===== config.mk =====
export PLATFORM = sky130hd
export DESIGN_NAME = kmp_substring_search_top
export DESIGN_NICKNAME = d
export VERILOG_FILES = /design/src/rtl/kmp_pkg.sv /design/src/rtl/kmp_cell.sv /design/src/rtl/kmp_out_buffer.sv /design/src/rtl/kmp_substring_search_top.sv
export SDC_FILE = /design/constraint.sdc
export NUM_CORES = 1
export LEC_CHECK = 0
export BUFFER_PORTS_ARGS = -buffer_cell sky130_fd_sc_hd__buf_2
export CORE_AREA = 2 2 151 183
export CTS_BUF_LIST = sky130_fd_sc_hd__clkbuf_8
export DETAILED_ROUTE_END_ITERATION = 10
export DIE_AREA = 0 0 153 185
export GPL_TIMING_DRIVEN = 0
export HOLD_SLACK_MARGIN = 0.08
export SLEW_MARGIN = 30
export SYNTH_ARGS = -nofsm -noshare
export SYNTH_HDL_FRONTEND = slang
export SYNTH_HIERARCHICAL = 1
export SYNTH_SLANG_ARGS = --single-unit
export TNS_END_PERCENT = 50

===== constraint.sdc =====
create_clock -name clk -period 4.3 [get_ports clk]
set_input_delay 0.86 -clock clk [delete_from_list [all_inputs] [get_ports clk]]
set_output_delay 0.86 -clock clk [all_outputs]
set_load 0.01 [all_outputs]

===== src/rtl/kmp_pkg.sv =====
// Shared types and constants for the KMP substring search block.
// No dependencies; imported by every module of the block.
`timescale 1ns / 1ps

package kmp_pkg;

    // Default sizes of the pattern store and the text position counter
    localparam int PATTERN_MAX_DEF   = 16;
    localparam int POSITION_BITS_DEF = 16;

    // Configuration port widths
    localparam int CFG_INDEX_W = 2;
    localparam int CFG_DATA_W  = 64;
    localparam int LENGTH_W    = 5;
    localparam int START_W     = 16;
    localparam int MATCH_POS_W = 16;

    // Register indexes
    localparam logic [CFG_INDEX_W-1:0] REG_PATTERN_LENGTH = 2'd0;
    localparam logic [CFG_INDEX_W-1:0] REG_PATTERN_LOW    = 2'd1;
    localparam logic [CFG_INDEX_W-1:0] REG_PATTERN_HIGH   = 2'd2;
    localparam logic [CFG_INDEX_W-1:0] REG_START_POSITION = 2'd3;

    // Control handed to every cell of the match chain
    typedef struct packed {
        logic advance;  // a compared byte moves the partial-match flags
        logic clear;    // drop every partial match
    } cell_ctrl_t;

    // One result transaction
    typedef struct packed {
        logic [MATCH_POS_W-1:0] match_position;
        logic                   found;
    } result_t;

endpackage


===== src/rtl/kmp_cell.sv =====
// One cell of the match chain: holds the partial-match flag for one pattern byte.
// Depends on kmp_pkg for the cell control struct.
`timescale 1ns / 1ps

module kmp_cell (
    input  logic               clk,
    input  logic               rst_n,
    input  kmp_pkg::cell_ctrl_t ctrl,
    input  logic [7:0]         text_byte,
    input  logic [7:0]         pattern_byte,
    input  logic               carry_in,
    output logic               hit,
    output logic               active
);
    import kmp_pkg::*;

    logic active_reg;
    logic active_next;

    // Extend the neighbor's partial match by this cell's byte
    assign hit = carry_in && (text_byte == pattern_byte);

    // Clear wins over advance; otherwise hold
    always_comb
    begin
        active_next = active_reg;
        if (ctrl.clear)
        begin
            active_next = 1'b0;
        end
        else if (ctrl.advance)
        begin
            active_next = hit;
        end
    end

    always_ff @(posedge clk or negedge rst_n)
    begin
        if (!rst_n)
        begin
            active_reg <= 1'b0;
        end
        else
        begin
            active_reg <= active_next;
        end
    end

    assign active = active_reg;

endmodule


===== src/rtl/kmp_out_buffer.sv =====
// Result output register with one skid entry behind it.
// Depends on kmp_pkg for the result struct.
`timescale 1ns / 1ps

module kmp_out_buffer (
    input  logic             clk,
    input  logic             rst_n,
    input  logic             push,
    input  kmp_pkg::result_t push_data,
    input  logic             out_stall,
    output logic             skid_full,
    output logic             out_valid,
    output kmp_pkg::result_t out_data
);
    import kmp_pkg::*;

    logic    out_valid_reg;
    logic    out_valid_next;
    logic    skid_valid_reg;
    logic    skid_valid_next;
    result_t out_data_reg;
    result_t out_data_next;
    result_t skid_data_reg;
    result_t skid_data_next;
    logic    take;

    assign take = out_valid_reg && !out_stall;

    // Refill the output slot from skid first, then from a new push
    always_comb
    begin
        out_valid_next  = out_valid_reg;
        skid_valid_next = skid_valid_reg;
        out_data_next   = out_data_reg;
        skid_data_next  = skid_data_reg;
        if (take || !out_valid_reg)
        begin
            if (skid_valid_reg)
            begin
                out_data_next   = skid_data_reg;
                out_valid_next  = 1'b1;
                skid_valid_next = 1'b0;
            end
            else if (push)
            begin
                out_data_next  = push_data;
                out_valid_next = 1'b1;
            end
            else
            begin
                out_valid_next = 1'b0;
            end
        end
        else if (push)
        begin
            skid_data_next  = push_data;
            skid_valid_next = 1'b1;
        end
    end

    always_ff @(posedge clk or negedge rst_n)
    begin
        if (!rst_n)
        begin
            out_valid_reg  <= 1'b0;
            skid_valid_reg <= 1'b0;
        end
        else
        begin
            out_valid_reg  <= out_valid_next;
            skid_valid_reg <= skid_valid_next;
        end
    end

    always_ff @(posedge clk)
    begin
        out_data_reg  <= out_data_next;
        skid_data_reg <= skid_data_next;
    end

    assign skid_full = skid_valid_reg;
    assign out_valid = out_valid_reg;
    assign out_data  = out_data_reg;

endmodule


===== src/rtl/kmp_substring_search_top.sv =====
// Top level of the KMP substring search: configuration, position tracking,
// match cell chain and result buffer. Depends on kmp_pkg, kmp_cell, kmp_out_buffer.
`timescale 1ns / 1ps

// Usage:
//   Configure pattern_length, the pattern bytes and start_position through the
//   write port (cfg_write_en, cfg_index, cfg_data) while no text is in flight.
//   Stream text on the input channel (in_valid/in_stall), one byte per
//   transaction, text_last on the final byte of each text.
//   For each text at most one result transaction leaves on the output channel:
//   found=1 with the 1-based start of the first match, or found=0 with
//   position 0 when the last byte passes without a match.
//   Throughput: one byte per cycle while in_stall is low. Each pattern byte
//   has a cell in a chain that keeps a partial-match flag and passes it to the
//   next cell per byte, so a byte is resolved in the cycle it is accepted.
//   Each result is registered into the output register.
//   A stalled receiver holds the output register; one more result is caught
//   in a skid entry, and only while that entry is full is in_stall raised.
//   Reset: pattern length 1, pattern bytes zero, start position 1, no partial
//   matches, position zero. No clearing pass is needed.
//   Writing the length or pattern bytes drops partial matches mid-text.

module kmp_substring_search_top #(
    parameter int PATTERN_MAX   = kmp_pkg::PATTERN_MAX_DEF,
    parameter int POSITION_BITS = kmp_pkg::POSITION_BITS_DEF
) (
    input  logic                              clk,
    input  logic                              rst_n,
    input  logic                              cfg_write_en,
    input  logic [kmp_pkg::CFG_INDEX_W-1:0]   cfg_index,
    input  logic [kmp_pkg::CFG_DATA_W-1:0]    cfg_data,
    input  logic                              in_valid,
    output logic                              in_stall,
    input  logic [7:0]                        text_byte,
    input  logic                              text_last,
    output logic                              out_valid,
    input  logic                              out_stall,
    output logic [kmp_pkg::MATCH_POS_W-1:0]   match_position,
    output logic                              found
);
    import kmp_pkg::*;

    localparam int IDX_W = (PATTERN_MAX > 1) ? $clog2(PATTERN_MAX) : 1;
    localparam int LEN_W = $clog2(PATTERN_MAX + 1);
    localparam int CMP_W = (POSITION_BITS > START_W) ? POSITION_BITS : START_W;
    localparam logic [POSITION_BITS-1:0] POS_MAX = {POSITION_BITS{1'b1}};

    // Configuration registers
    logic [LENGTH_W-1:0]   len_reg;
    logic [CFG_DATA_W-1:0] pat_lo_reg;
    logic [CFG_DATA_W-1:0] pat_hi_reg;
    logic [START_W-1:0]    start_reg;

    // Search state
    logic [POSITION_BITS-1:0] pos_reg;
    logic [POSITION_BITS-1:0] pos_next;
    logic                     done_reg;
    logic                     done_next;

    logic                     accept;
    logic                     pattern_write;
    logic [LEN_W-1:0]         len_eff;
    logic [IDX_W-1:0]         len_idx;
    logic [POSITION_BITS-1:0] pos_inc;
    logic                     compare_en;
    logic                     matched;
    logic                     push;
    logic                     skid_full;
    logic [CMP_W-1:0]         match_pos_wide;
    result_t                  push_data;
    result_t                  out_data;
    cell_ctrl_t               ctrl;
    logic [PATTERN_MAX-1:0]   hit;
    logic [PATTERN_MAX-1:0]   active;

    assign accept = in_valid && !in_stall;

    // Write configuration registers
    always_ff @(posedge clk or negedge rst_n)
    begin
        if (!rst_n)
        begin
            len_reg    <= LENGTH_W'(1);
            pat_lo_reg <= '0;
            pat_hi_reg <= '0;
            start_reg  <= START_W'(1);
        end
        else if (cfg_write_en)
        begin
            case (cfg_index)
                REG_PATTERN_LENGTH: len_reg    <= cfg_data[LENGTH_W-1:0];
                REG_PATTERN_LOW:    pat_lo_reg <= cfg_data;
                REG_PATTERN_HIGH:   pat_hi_reg <= cfg_data;
                REG_START_POSITION: start_reg  <= cfg_data[START_W-1:0];
                default:            ;
            endcase
        end
    end

    assign pattern_write = cfg_write_en && (cfg_index != REG_START_POSITION);

    // Clamp the length into 1..PATTERN_MAX
    always_comb
    begin
        if (len_reg == '0)
        begin
            len_eff = LEN_W'(1);
        end
        else if (len_reg > LENGTH_W'(PATTERN_MAX))
        begin
            len_eff = LEN_W'(PATTERN_MAX);
        end
        else
        begin
            len_eff = len_reg[LEN_W-1:0];
        end
    end

    assign len_idx = IDX_W'(len_eff - LEN_W'(1));

    // Saturating position of the byte being accepted
    assign pos_inc    = (pos_reg == POS_MAX) ? pos_reg : pos_reg + POSITION_BITS'(1);
    assign compare_en = !done_reg && (CMP_W'(pos_inc) >= CMP_W'(start_reg));

    // Match chain
    genvar k;
    generate
        for (k = 0; k < PATTERN_MAX; k++)
        begin : g_cell
            logic [7:0] pat_byte;
            logic       carry;
            if (k < 8)
            begin : g_low
                assign pat_byte = pat_lo_reg[8*k +: 8];
            end
            else
            begin : g_high
                assign pat_byte = pat_hi_reg[8*(k-8) +: 8];
            end
            if (k == 0)
            begin : g_head
                assign carry = 1'b1;
            end
            else
            begin : g_link
                assign carry = active[k-1];
            end
            kmp_cell u_cell (
                .clk          (clk),
                .rst_n        (rst_n),
                .ctrl         (ctrl),
                .text_byte    (text_byte),
                .pattern_byte (pat_byte),
                .carry_in     (carry),
                .hit          (hit[k]),
                .active       (active[k])
            );
        end
    endgenerate

    assign matched = compare_en && hit[len_idx];

    // Advance on compared bytes; drop partial matches on match, last byte or new pattern
    assign ctrl.advance = accept && compare_en;
    assign ctrl.clear   = pattern_write || (accept && (text_last || matched));

    // Build the result of the current byte
    assign match_pos_wide = CMP_W'(pos_inc) - CMP_W'(len_eff) + CMP_W'(1);
    assign push = accept && (matched || (text_last && !done_reg));
    assign push_data.found          = matched;
    assign push_data.match_position = matched ? match_pos_wide[MATCH_POS_W-1:0] : '0;

    // Track position and first-match flag; restart on the last byte
    always_comb
    begin
        pos_next  = pos_reg;
        done_next = done_reg;
        if (accept)
        begin
            if (text_last)
            begin
                pos_next  = '0;
                done_next = 1'b0;
            end
            else
            begin
                pos_next  = pos_inc;
                done_next = done_reg || matched;
            end
        end
    end

    always_ff @(posedge clk or negedge rst_n)
    begin
        if (!rst_n)
        begin
            pos_reg  <= '0;
            done_reg <= 1'b0;
        end
        else
        begin
            pos_reg  <= pos_next;
            done_reg <= done_next;
        end
    end

    // Result buffer
    kmp_out_buffer u_out (
        .clk       (clk),
        .rst_n     (rst_n),
        .push      (push),
        .push_data (push_data),
        .out_stall (out_stall),
        .skid_full (skid_full),
        .out_valid (out_valid),
        .out_data  (out_data)
    );

    assign in_stall       = skid_full;
    assign match_position = out_data.match_position;
    assign found          = out_data.found;

    // A held skid entry always sits behind a full output register
    a_skid_behind_out: assert property (@(posedge clk) disable iff (!rst_n)
        skid_full |-> out_valid)
        else $error("skid entry full while output register empty");

    // A transaction with no match carries position zero
    a_nomatch_zero: assert property (@(posedge clk) disable iff (!rst_n)
        (out_valid && !found) |-> (match_position == '0))
        else $error("no-match result with nonzero position");

    // Writing the pattern drops every partial match
    a_pattern_clears: assert property (@(posedge clk) disable iff (!rst_n)
        pattern_write |=> (active == '0))
        else $error("partial matches survived a pattern write");

    // Once the first match is reported the chain stops advancing
    a_done_holds: assert property (@(posedge clk) disable iff (!rst_n)
        done_reg |-> !ctrl.advance)
        else $error("chain advanced after the first match");

endmodule

==> Word-level counts from Yosys, hierarchy flattened <==
Index checks and enable logic that the tools add are counted.
{ "op_classes": {"addsub": 4, "order_cmp": 3, "n_eq_ne": 21, "muxes": 44, "bitwise": 1, "n_reduce_logical": 44} }
{ "op_table": {"columns": ["op", "count"], "rows": [
  ["equality test 8 bit", 16],
  ["2-to-1 mux 16 bit", 3],
  ["2-to-1 mux 1 bit", 36],
  ["2-to-1 mux 17 bit", 2],
  ["adder 16 x 1 -> 16 bit, second input constant", 2],
  ["logical AND 1 bit", 24],
  ["equality test 16 bit, second input constant", 1],
  [">= comparator 16 bit", 1],
  ["subtractor 16 x 5 -> 16 bit", 1],
  ["AND reduction 2 bit", 6],
  ["2-to-1 mux 5 bit", 2],
  ["nonzero test 2 bit", 3],
  ["> comparator 5 bit, second input constant", 1],
  ["logical NOT 5 bit", 1],
  ["logical OR 1 bit", 5],
  ["< comparator 4 x 5 -> 1 bit, second input constant", 1],
  ["binary-select mux 1 bit (select 4 bit)", 1],
  ["equality test 2 bit, second input constant", 2],
  ["logical NOT 1 bit", 4],
  ["subtractor 4 x 1 -> 4 bit, second input constant", 1],
  ["equality test 2 x 1 -> 1 bit, second input constant", 1],
  ["logical NOT 2 bit", 1],
  ["!= test 2 bit, second input constant", 1],
  ["inverter 1 bit", 1]
]} }
{ "word_totals": {"register_bits": 217, "output_inout_bits": 19, "wordCells": 144} }

==> Longest topological paths before layout <==
{ "depth": {"word_depth": 11, "mapped_depth": 17, "mapped_depth_nobuf": 17} }

==> Modules after synthesis <==
The synthesis kept the hierarchy.
{ "by_module_without_submodules": {"columns": ["mod", "instances", "cells_each", "area_each_um2"], "rows": [
  ["kmp_substring_search_top", 1, 657, 8109.0],
  ["kmp_cell", 16, 18, 142.6],
  ["kmp_out_buffer", 1, 59, 1382.6]
]} }

==> Worst setup path before layout <==
Ideal clock, no wire load.
{ "synth_timing": {"path_kind": "reg2reg", "from": "reg pos_reg[0]", "to": "reg g_cell[0].u_cell.active_reg", "setup_time_ns": 0.076, "arrival_time_ns": 4.559, "t_required_ns": 4.224, "path_slack_ns": -0.335, "path_stages_with_launch": 17, "path_buffers": 0, "cell_sequence": "dfrtp_1 -> ha_1 -> nand3_1 -> nor3_1 -> o21ai_1 -> nor2_1 -> xnor2_1 -> inv_1 -> ha_1 -> a2111o_1 -> o221ai_1 -> o221ai_1 -> o21ai_4 -> o211ai_1 -> or2b_1 -> or4_1 -> o21ai_1"} }
{ "synth_lines": {"columns": ["element", "line", "rtl"], "rows": [
  ["start: declaration", "kmp_substring_search_top.sv:55", "logic [POSITION_BITS-1:0] pos_reg;"],
  ["start signal: assignment", "kmp_substring_search_top.sv:202", "pos_reg <= pos_next;"],
  ["end signal: assignment", "kmp_cell.sv:45", "active_reg <= active_next;"],
  ["end: declaration", "kmp_cell.sv:17", "logic active_reg;"]
]} }

==> impl_metrics.json <==
{
  "crit_path_max_fanout": 10,
  "status": "completed",
  "power.internal_uw": 4110,
  "via_per_inst": 5.21,
  "skew_ns": 0.0456,
  "antenna_left": 0,
  "avgSynthCellArea_um2": 11.7,
  "synth_warnings": 6,
  "clock_path_buffers": 3,
  "start_kind": "flop",
  "grt_util_met2_pct": 35.0,
  "power.share.combinational_pct": 25.5,
  "cp-end-kind": "flop",
  "dp_cells": 1441,
  "fin_cells": 1532,
  "pwr_density_cell_nw_per_um2": 424,
  "grt_antenna_before_repair": 1,
  "cts-root-buf": "clkbuf_8",
  "cts_buffers": 38,
  "irDropWorstVdd_uv": 239,
  "grt.overflow.total": 0,
  "clk_latency_ns": 0.56,
  "fin_crit_sh_pct": 95.7,
  "n_fill_cell": 2419,
  "place.gp.congestion": 0.852,
  "pwr-share-seq_pct": 44.0,
  "syn-num-nets": 1115,
  "rsz0062_at_grt": "no",
  "power_switching_uw": 1800,
  "dieHeight_um": 185,
  "h-tree-depth": 2,
  "critPathKind": "reg -> reg",
  "drive_gt1_share_pct": 34.3,
  "worst_slew_pin_slew_ns": 0.791,
  "worstPathArrival_ns": 4.59,
  "finish.utilization_pct": 52.2,
  "p_total_uw": 5910,
  "io_buffers": 98,
  "maxCapViolCount": 0,
  "grt_pass1_vias": 8194,
  "initial_utilization_pct": 43.9,
  "switching_share_pct": 30.5,
  "syn-cell-area_um2": 11700,
  "num_io_pins": 99,
  "hp-class": "in -> async",
  "fmax_ghz": 0.243,
  "fin_crit_ns": 4.11,
  "core_um2": 26700,
  "finalSetupTns_ns": 0,
  "drc": 0,
  "max-slew-margin-rel_pct": 47.3,
  "use_met1_pct": 22.3,
  "clk_pin_slew_worst_paths_ns": 0.06,
  "place_hpwl_um": 18900,
  "firstDrtPassIters": 8,
  "drtIter0Drc": 289,
  "grt_max_degree": 73,
  "grt_util_met3_pct": 3.67,
  "grt_pass1_wl_um": 42700,
  "postSynthCellCount": 998,
  "wl_um": 26600,
  "setup_ws_ns": 0.186,
  "hold_viol": 0,
  "wire_per_inst_um": 17.3,
  "clock_sinks": 217,
  "dieArea_um2": 28300,
  "pre_cts_ws_ns": -0.869,
  "cts_tree": "yes",
  "maxSlewViolCount": 0,
  "regArea_um2": 5610,
  "vias": 7987,
  "clock_power_share_pct": 30.5,
  "power.leakage_uw": 0.00599,
  "grtUsageTotal_pct": 19.0,
  "grt.busiest_layer": "met2",
  "finalSetupViolCount": 0,
  "die_w_um": 153,
  "nNetsFinal": 1282,
  "multiInputGateArea_um2": 6090,
  "syn2layout_area_growth_pct": 18.9,
  "fp-row-count": 66,
  "cp_data_required_time_ns": 4.78
}
power by group through the flow:
stage | clock (µW) | combinational, µW | sequential [µW]
finish | 1800 | 1510 | 2600
global route | 1960 | 1680 | 2640
CTS | 1880 | 1500 | 2600
detailed placement | 0 | 1450 | 2630
global placement | 0 | 1420 | 2620
floorplan | 0 | 1100 | 2580
worst paths after layout:
check | from | end | slack [ns] | cells past startpoint
setup / recovery | pos_reg[0] | g_cell[2].u_cell/active | 0.19 | 18
hold / removal | rst_n | pat_lo_reg[25] | 0.20 | 1
setup reg to reg | pos_reg[0] | g_cell[2].u_cell/active | 0.19 | 18
hold reg to reg | g_cell[6].u_cell/active | g_cell[6].u_cell/active | 0.49 | 2
max in group asynchronous | rst_n | len_reg[0] | 3.00 | 3
min in group clk | g_cell[6].u_cell/active | g_cell[6].u_cell/active | 0.49 | 2
timing repair:
item / CTS / global route
resized for setup: 18 / 24
buffers inserted: 18 / 9
setup endpoints to repair: 68 / 56
gates cloned: 1 / 0
hold endpoints to repair: 0 / 0
hold buffers: 0 / 0
pin swaps: 12 / 13
cell type report:
type / instances / area share, %
plain buffers: 23 / 0.817
well taps: 340 / 3.05
repair buffers: 130 / 5.81
diodes: 4 / 0.0718
inverters: 43 / 1.16
clock inverters: 21 / 0.952
clock buffers: 42 / 4.15
flip-flops and latches: 217 / 40.3
multi-input cells: 712 / 43.7
layer usage:
| layer | wire length (µm) | vias to the layer above |
|---|---|---|
| li1 | - | 3881 |
| met1 | 11100 | 3890 |
| met2 | 13700 | 167 |
| met3 | 1150 | 49 |
| met4 | 565 | 0 |
| met5 | 0 | - |
placed cells by master (no fill, tap or decap), types with 4 or more instances in the layout:
| cell type | count |
|---|---|
| dfrtp_1 | 172 |
| mux2_2 | 148 |
| buf_2 | 97 |
| xor2_1 | 73 |
| xnor2_1 | 72 |
| nand2_1 | 69 |
| inv_1 | 54 |
| nor2_1 | 49 |
| clkbuf_8 | 42 |
| ha_1 | 34 |
| edfxtp_1 | 34 |
| buf_4 | 27 |
| nand4_1 | 24 |
| o21ai_0 | 23 |
| clkbuf_1 | 19 |
| nor4_1 | 17 |
| mux2_4 | 17 |
| a21oi_1 | 15 |
| or2b_1 | 15 |
| or4_1 | 15 |
| o21ai_1 | 15 |
| nor2_2 | 10 |
| dfrtp_2 | 9 |
| mux2i_1 | 8 |
| nand3_1 | 7 |
| nand2b_1 | 6 |
| a21o_1 | 6 |
| a21oi_2 | 5 |
| nor3_1 | 5 |
| o21a_1 | 5 |
| diode_2 | 4 |
| a211oi_1 | 4 |
| mux4_1 | 4 |
critical path, cell delays in order (launching register included):
cell and delay [ns]:
dfrtp_2 0.43, ha_4 0.18, nand3_2 0.10, nor3_4 0.06, buf_6 0.13, buf_4 0.14, a211oi_4 0.29, xor2_2 0.24
ha_1 0.28, and4_1 0.25, a221oi_4 0.33, o221ai_2 0.18, o21ai_4 0.15, o211ai_1 0.14, buf_4 0.20, buf_4 0.17
or2b_1 0.22, or4_1 0.41, o21ai_1 0.16
per-stage QoR:
stage          instance area [µm²]  hold WS (ns)
3_3_place_gp                 12700         0.469
6_report                     13900         0.204
3_5_place_dp                 12800         0.481
2_1_floorplan                11800         0.455
5_1_grt                      13900         0.216
4_1_cts                      13800         0.188
Note: power is estimated with default switching activity, not from simulation.
